<file path="config.mk">
export PLATFORM = sky130hd
export DESIGN_NAME = c3dc_div_cell
export DESIGN_NICKNAME = d
export VERILOG_FILES = /design/src/c3dc_pkg.sv /design/src/c3dc_div_cell.sv
export SDC_FILE = /design/constraint.sdc
export NUM_CORES = 1
export LEC_CHECK = 0
export BUFFER_PORTS_ARGS = -buffer_cell sky130_fd_sc_hd__buf_2
export CAP_MARGIN = 15
export CORE_ASPECT_RATIO = 1.25
export CORE_MARGIN = 1
export CORE_UTILIZATION = 45
export CTS_BUF_LIST = sky130_fd_sc_hd__clkbuf_8
export DETAILED_ROUTE_END_ITERATION = 10
export MAX_ROUTING_LAYER = met4
export PLACE_DENSITY = 0.78
export RECOVER_POWER = 100
export REMOVE_ABC_BUFFERS = 1
export SYNTH_ARGS = -nofsm -noshare
export SYNTH_HDL_FRONTEND = slang
export SYNTH_SLANG_ARGS = --single-unit
</file>
<file path="constraint.sdc">
create_clock -name aclk -period 4.5 [get_ports aclk]
set_input_delay 0.45 -clock aclk [delete_from_list [all_inputs] [get_ports aclk]]
set_output_delay 0.45 -clock aclk [all_outputs]
set_load 0.005 [all_outputs]
</file>
<file path="src/c3dc_pkg.sv">
// Shared types and constants for the 3x3 convolution block.
// No dependencies.
package c3dc_pkg;
    localparam int PIX_W = 8;
    localparam int COEF_W = 8;
    localparam int PROD_W = 17;
    localparam int SUM_W = 21;
    localparam int DIV_W = 10;
    localparam int POS_W = 10;
    localparam int CFG_W = 24;
    localparam int IDX_W = 3;
    localparam logic [PIX_W-1:0] PIX_MAX = 8'd255;

    typedef enum logic [IDX_W-1:0] {
        REG_KROW0 = 3'd0,
        REG_KROW1 = 3'd1,
        REG_KROW2 = 3'd2,
        REG_DIV   = 3'd3,
        REG_WIDTH = 3'd4,
        REG_HEIGHT = 3'd5
    } reg_idx_t;

    // Result tag that travels with a word through the divider.
    typedef struct packed {
        logic [POS_W-1:0] row;
        logic [POS_W-1:0] col;
        logic             last;
    } tag_t;

    // Word moving along the divider cells.
    typedef struct packed {
        logic             vld;
        logic             neg;
        logic [SUM_W-1:0] rem;
        logic [SUM_W-1:0] quo;
        logic [DIV_W-1:0] dvs;
        tag_t             tag;
    } div_word_t;
endpackage

</file>
<file path="src/c3dc_div_cell.sv">
// One restoring-division cell: settles one quotient bit per cycle while en is high.
// Depends on c3dc_pkg.
module c3dc_div_cell import c3dc_pkg::*; #(
    parameter int BIT = 0
) (
    input  logic      aclk,
    input  logic      aresetn,
    input  logic      en,
    input  div_word_t din,
    output div_word_t dout
);
    div_word_t dout_reg;
    logic [SUM_W+DIV_W-1:0] trial;
    logic [SUM_W-1:0] rem_next;
    logic [SUM_W-1:0] quo_next;

    always_comb begin
        trial = {{DIV_W{1'b0}}, din.rem} - ({{SUM_W{1'b0}}, din.dvs} << BIT);
        rem_next = din.rem;
        quo_next = din.quo;
        if (!trial[SUM_W+DIV_W-1]) begin
            rem_next = trial[SUM_W-1:0];
            quo_next[BIT] = 1'b1;
        end
    end

    always_ff @(posedge aclk) begin
        if (!aresetn) begin
            dout_reg.vld <= 1'b0;
        end else if (en) begin
            dout_reg.vld <= din.vld;
        end
        if (en) begin
            dout_reg.neg <= din.neg;
            dout_reg.rem <= rem_next;
            dout_reg.quo <= quo_next;
            dout_reg.dvs <= din.dvs;
            dout_reg.tag <= din.tag;
        end
    end

    assign dout = dout_reg;
endmodule

</file>
==> results of run 1 <==
==> through the flow <==
| stage | power [uW] | setup WS (ps) |
|---|---|---|
| global route | 1591 | 1247 |
| global placement | 1086 | 1729 |
| finish | 1518 | 1510 |
| floorplan | 963.5 | 2061 |
| CTS | 1548 | 2116 |
| detailed placement | 1092 | 1735 |
==> power breakdown <==
| part | internal [uW] | switching (uW) | total [uW] | leakage [uW] |
|---|---|---|---|---|
| combinational | 98.4 | 110 | 209 | 0.000815 |
| sequential | 843 | 14.9 | 858 | 0.000733 |
| clock | 202 | 250 | 451 | 0.0000759 |
==> cells in the final DEF (no fill, tap or decap), types with 3 or more instances in the layout <==
cell type | Yosys | layout
a21oi_1 | 13 | 13
buf_2 | 1 | 98
clkbuf_1 | 2 | 53
clkbuf_8 | 0 | 9
clkinvlp_4 | 0 | 4
edfxtp_1 | 74 | 74
ha_1 | 10 | 10
inv_1 | 11 | 11
mux2_2 | 3 | 3
nand2_1 | 6 | 6
nand3_1 | 4 | 5
nand4_1 | 5 | 5
nand4b_1 | 4 | 4
nor2_1 | 11 | 11
nor2b_1 | 3 | 3
o21a_1 | 3 | 3
xnor2_1 | 15 | 15
==> cell type report <==
cell class,instances,area share
repair buffers,152,0.1696
multi-input cells,112,0.2035
well taps,87,0.02658
clock buffers,9,0.03025
flip-flops and latches,75,0.5475
inverters,11,0.01008
clock inverters,7,0.01253
==> logic make-up (layout without fill, tap and decap cells) <==
logic type | count (synthesis) | in the layout | synth area share
and+or+nand+nor | 50 | 50 | 0.09842
AOI/OAI and AO/OA | 29 | 29 | 0.05952
adders and majority gates | 11 | 11 | 0.04603
muxes | 5 | 5 | 0.01706
xor gates and xnor gates | 17 | 17 | 0.04722
buffers and inverters | 15 | 179 | 0.02063
DFF | 75 | 75 | 0.7111
==> critical path: cells and delay by family <==
family | cells | cell delay [ps]
AND/OR/NAND/NOR | 3 | 1760
adder cells (fa/ha/maj) | 1 | 210
multiplexers | 1 | 530
buffers and inverters | 2 | 130
==> per-layer routing <==
metal	global-route usage	share of wire	up-vias
met5	-	0	-
met4	0.1234	0.028	0
met3	0.02679	0.059	16
met2	0.3051	0.51	101
met1	0.2184	0.40	995
li1	-	-	1087
==> worst max-delay path by stage <==
stage,from,to,cells after the start
CTS,din[30],dout[60],7
finish,din[30],dout[56],7
global placement,din[30],dout[55],7
floorplan,din[65],dout[55],5
detailed placement,din[30],dout[56],7
global route,din[30],dout[60],7
==> impl_metrics.env, run 1 <==
export IMPL_status="finished, violations left"
export IMPL_violations="max-capacitance violations, max-slew violations"
export IMPL_fin_skew_ps=0
export IMPL_ctsResizeCount=0
export IMPL_synth_area_leaders="edfxtp_1 70%, xnor2_1 4.2%, ha_1 4.0%"
export IMPL_die_w_microns=76.87
export IMPL_grt_pass1_wl_microns=9825
export IMPL_largest_reg_flops=75
export IMPL_groute_usage_overall=0.1873
export IMPL_tns_ps=0
export IMPL_synth_area_sq_um=3153
export IMPL_wl_microns=6555
export IMPL_postCtsSetupRepairBufs=0
export IMPL_ff_latch_area_sq_um=2242
export IMPL_holdPathEnd="dout[5]"
export IMPL_core_area_sq_um=6648
export IMPL_multi_input_area_sq_um=833.3
export IMPL_synth_commonest_cells="74 x edfxtp_1, 15 x xnor2_1, 13 x a21oi_1"
export IMPL_slew_violations=76
export IMPL_ys_flop_type="edfxtp_1"
export IMPL_cpPeakStageDelay_ps=740
export IMPL_p_per_area_nw_per_um2=370.6
export IMPL_overflow=0
export IMPL_nets=450
export IMPL_start_kind="primary input"
export IMPL_die_area_sq_um=7348
export IMPL_synth_seq_area_share=0.7111
export IMPL_yosysMostFrequentCell="edfxtp_1"
export IMPL_r2r_setup_slack_ps=3880
export IMPL_design_portCount=153
export IMPL_criticalPathCategory="primary input to flop"
export IMPL_setup_violations=0
export IMPL_yosys_warnings=0
export IMPL_maxCapViolations=1
export IMPL_hold_class="primary input to flop"
export IMPL_vias_per_cell=4.854
export IMPL_path_cells="clkbuf_1, inv_1, ha_1, nor4_1, and2_0, nand3_1, mux2_2"
export IMPL_wl_per_cell_microns=14.47
export IMPL_synthArstFlopShare=0
export IMPL_drive_gt1_frac=0.3306
export IMPL_fin_util=0.6160
export IMPL_grt_start_max_net_pins=76
export IMPL_clk_pin_slew_ps=80
export IMPL_fill_cells=581
export IMPL_cts_tree="done"
export IMPL_worst_r2r_path_depth=2
export IMPL_synth_ff_latch_count=75
export IMPL_fin_crit_sh=0.6644
export IMPL_clk_root_buffer_cell="clkbuf_8"
export IMPL_area_growth_pct=29.88
export IMPL_clock_sinks=75
export IMPL_synth_cells=202
export IMPL_synth_cell_types=42
export IMPL_clock_latency_ps=340
export IMPL_cp_end_kind="flop"
export IMPL_cp_slowest_cell="nor4_1"
export IMPL_arrival_ps=3090
export IMPL_antenna_found_initial=0
export IMPL_htreeDepth=3
export IMPL_r2r_start="dout[74]"
export IMPL_initial_utilization=0.4743
export IMPL_yosysTopAreaCell="edfxtp_1"
export IMPL_path_max_fanout=25
export IMPL_yosys_area_top_type_share=0.7048
export IMPL_hpwl_microns=4953
export IMPL_maxSlewHeadroom=-0.2158
export IMPL_timing_rr_end="dout[74]"
export IMPL_stdcell_area_sq_um=4095
export IMPL_required_ps=4600
export IMPL_portBuffers=152
export IMPL_worst_slew_pin_slew_ps=1824
export IMPL_drc=0
export IMPL_holdWs_ps=277.7
export IMPL_p_leak_uw=0.001623
export IMPL_layoutNonFillerInstCount=453
export IMPL_clk_path_buf_depth=2
export IMPL_die_h_microns=95.59
export IMPL_place_inst=437
export IMPL_synth_avg_cell_area_sq_um=15.61
export IMPL_post_dp_cell_area_sq_um=4001
export IMPL_period_needed_ps=2990
export IMPL_synth_edf_count=74
export IMPL_hold_violations=0
export IMPL_diodes=0
export IMPL_worstHoldStart="din[5]"
export IMPL_grt_pass1_vias=2082
export IMPL_cts_buffers=9
export IMPL_rsz0062_at_grt="false"
export IMPL_gp_congestion=0.8538
export IMPL_hold_depth=1
export IMPL_max_freq_ghz=0.3345
export IMPL_num_rows=33
export IMPL_peakVddDrop_mv=0.1592
export IMPL_cts_hold_buffers_added=0
export IMPL_antenna_left=0
export IMPL_drt_pass1_iterations=4
export IMPL_via_count=2199
export IMPL_drtIter0Drc=85
(Power assumes the default switching activity.)
==> inputs of run 2 (changes only) <==
clock period = 3 ns   (was 4.5 ns; I/O delays follow)
==> run 2 against run 1 <==
The run still ends with max-capacitance violations, max-slew violations left. Clock skew is the same. Sequential power grew 50%. Clock-buffer cell count is the same. Hold slack lost 140 ps. Routed wire length shrank 0.70%. Register-to-register slack lost 1500 ps. Sequential cell count is the same. Setup slack lost 930 ps. Clock power grew 100%. Critical path depth shrank 1. Final cell count grew 0.22%. Critical path type unchanged. Largest cell class unchanged.
==> impl_metrics.env, run 2 (synthesis results as in run 1) <==
export IMPL_fin_crit_sh=0.8055
export IMPL_via_count=2213
export IMPL_setup_violations=0
export IMPL_peakVddDrop_mv=0.3171
export IMPL_wl_per_cell_microns=14.34
export IMPL_timing_rr_end="dout[74]"
export IMPL_switchingPower_uw=544.0
export IMPL_p_int_uw=1964
export IMPL_top_layer="met4"
export IMPL_wl_met2_microns=3426
export IMPL_num_rows=33
export IMPL_nets=451
export IMPL_arrival_ps=2500
export IMPL_clk_pin_slew_ps=80
export IMPL_die_h_microns=95.59
export IMPL_drt_pass1_iterations=4
export IMPL_drtIter0Drc=106
export IMPL_cp_end_kind="flop"
export IMPL_diodes=0
export IMPL_clk_root_buffer_cell="clkbuf_8"
export IMPL_hold_depth=1
export IMPL_drc=0
export IMPL_pre_cts_ws_ps=418.3
export IMPL_drive_gt1_frac=0.3270
export IMPL_period_needed_ps=2417
export IMPL_max_freq_ghz=0.4138
export IMPL_clock_latency_ps=330
export IMPL_initial_utilization=0.4743
export IMPL_fin_skew_ps=0
export IMPL_area_growth_pct=32.14
export IMPL_violations="max-capacitance violations, max-slew violations"
export IMPL_fin_ws_ps=583.5
export IMPL_p_sw_frac=0.2169
export IMPL_p_per_area_nw_per_um2=601.9
export IMPL_hold_violations=0
export IMPL_cpPeakStageDelay_ps=550
export IMPL_gp_congestion=0.8314
export IMPL_core_area_sq_um=6648
export IMPL_cp_slowest_cell="or4_4"
export IMPL_worst_slew_pin_slew_ps=1820
export IMPL_mostFrequentLayoutCell="buf_2"
export IMPL_die_area_sq_um=7348
export IMPL_antenna_left=0
export IMPL_met1_length_microns=2535
export IMPL_path_max_fanout=25
export IMPL_overflow=0
export IMPL_die_w_microns=76.87
export IMPL_portBuffers=152
export IMPL_clk_path_buf_depth=2
export IMPL_r2r_start="dout[74]"
export IMPL_cp_common_cell="or4_4"
export IMPL_status="finished, violations left"
export IMPL_clock_sinks=75
export IMPL_grt_pass1_wl_microns=9853
export IMPL_route_met3_wl_microns=419
export IMPL_postCtsSetupRepairBufs=0
export IMPL_path_cells="buf_2, or4_4, or4_4, nor3b_1, nand3_4, mux2_2"
export IMPL_design_portCount=153
export IMPL_slew_violations=76
export IMPL_grt_start_max_net_pins=76
export IMPL_worst_r2r_path_depth=2
export IMPL_pwr_share_clk=0.362
export IMPL_htreeDepth=3
export IMPL_layout_common_cells="96 x buf_2, 74 x edfxtp_1, 55 x clkbuf_1, 15 x xnor2_1, 13 x a21oi_1"
export IMPL_grt_pass1_vias=2065
export IMPL_power_frac_seq=0.513
export IMPL_criticalPathCategory="primary input to flop"
export IMPL_holdPathEnd="dout[43]"
export IMPL_cp_num_buf_inv=1
export IMPL_start_kind="primary input"
export IMPL_antenna_found_initial=0
export IMPL_cts_tree="done"
export IMPL_r2r_setup_slack_ps=2390
export IMPL_maxSlewHeadroom=-0.2133
export IMPL_rsz0062_at_grt="false"
export IMPL_maxCapViolations=1
export IMPL_pwr_share_comb=0.125
export IMPL_hpwl_microns=4891
export IMPL_required_ps=3090
export IMPL_largest_reg_flops=75
export IMPL_groute_usage_overall=0.1859
export IMPL_path_delay_family="simple AND/OR/NAND/NOR gates"
export IMPL_ctsResizeCount=0
export IMPL_hold_class="primary input to flop"
export IMPL_p_leak_uw=0.001671
export IMPL_worstHoldStart="din[43]"
export IMPL_tns_ps=0
export IMPL_wl_microns=6509
export IMPL_cts_buffers=9
export IMPL_cts_hold_buffers_added=0
export IMPL_vias_per_cell=4.874
-- run 2: per-layer routing --
metal | vias to the layer above | GRT usage
met1 | 1012 | 0.2112
met4 | 0 | 0.09615
met2 | 99 | 0.3207
met3 | 9 | 0.02775
met5 | - | -
li1 | 1093 | -
-- run 2: worst max-delay path by stage --
stage          startpoint  endpoint  cells past startpoint
6_report          din[65]  dout[56]                      6
5_1_grt           din[27]  dout[56]                      8
4_1_cts           din[65]  dout[56]                      6
3_5_place_dp      din[65]  dout[56]                      6
3_3_place_gp      din[65]  dout[60]                      6
2_1_floorplan     din[65]  dout[55]                      5
-- run 2: layout make-up --
class                      count  area (sq um)
clock buffer                   9         123.9
clock inverter                 7         116.4
fill                         536          2481
inverter                      11         41.29
multi-input combinational    112         834.6
sequential                    75          2242
tap                           87         108.9
timing repair buffer         153         699.4
-- run 2: worst register-to-register path, delay by kind of cell, from the launching register on --
family / cells / cell delay [ps]
DFF: 1 / 310
muxes: 1 / 120
and+or+nand+nor: 1 / 70
-- run 2: metrics by stage --
step	instance area (sq um)	hold WS, ps	util	power, uW	cells
floorplan	3129	398.9	-	1445	198
global placement	4009	476.4	0.6030	1629	438
detailed placement	4009	478.1	0.6030	1639	438
CTS	4249	114.9	0.6392	2550	454
global route	4167	115.0	0.6268	2617	454
finish	4167	134.0	0.6268	2508	454
-- run 2: power by group through the flow --
| stage | clock [uW] | sequential, uW | combinational, uW |
|---|---|---|---|
| 2_1_floorplan | 0 | 1320 | 121 |
| 3_3_place_gp | 0 | 1300 | 325 |
| 3_5_place_dp | 0 | 1310 | 332 |
| 4_1_cts | 932 | 1280 | 334 |
| 5_1_grt | 970 | 1300 | 351 |
| 6_report | 908 | 1290 | 314 |
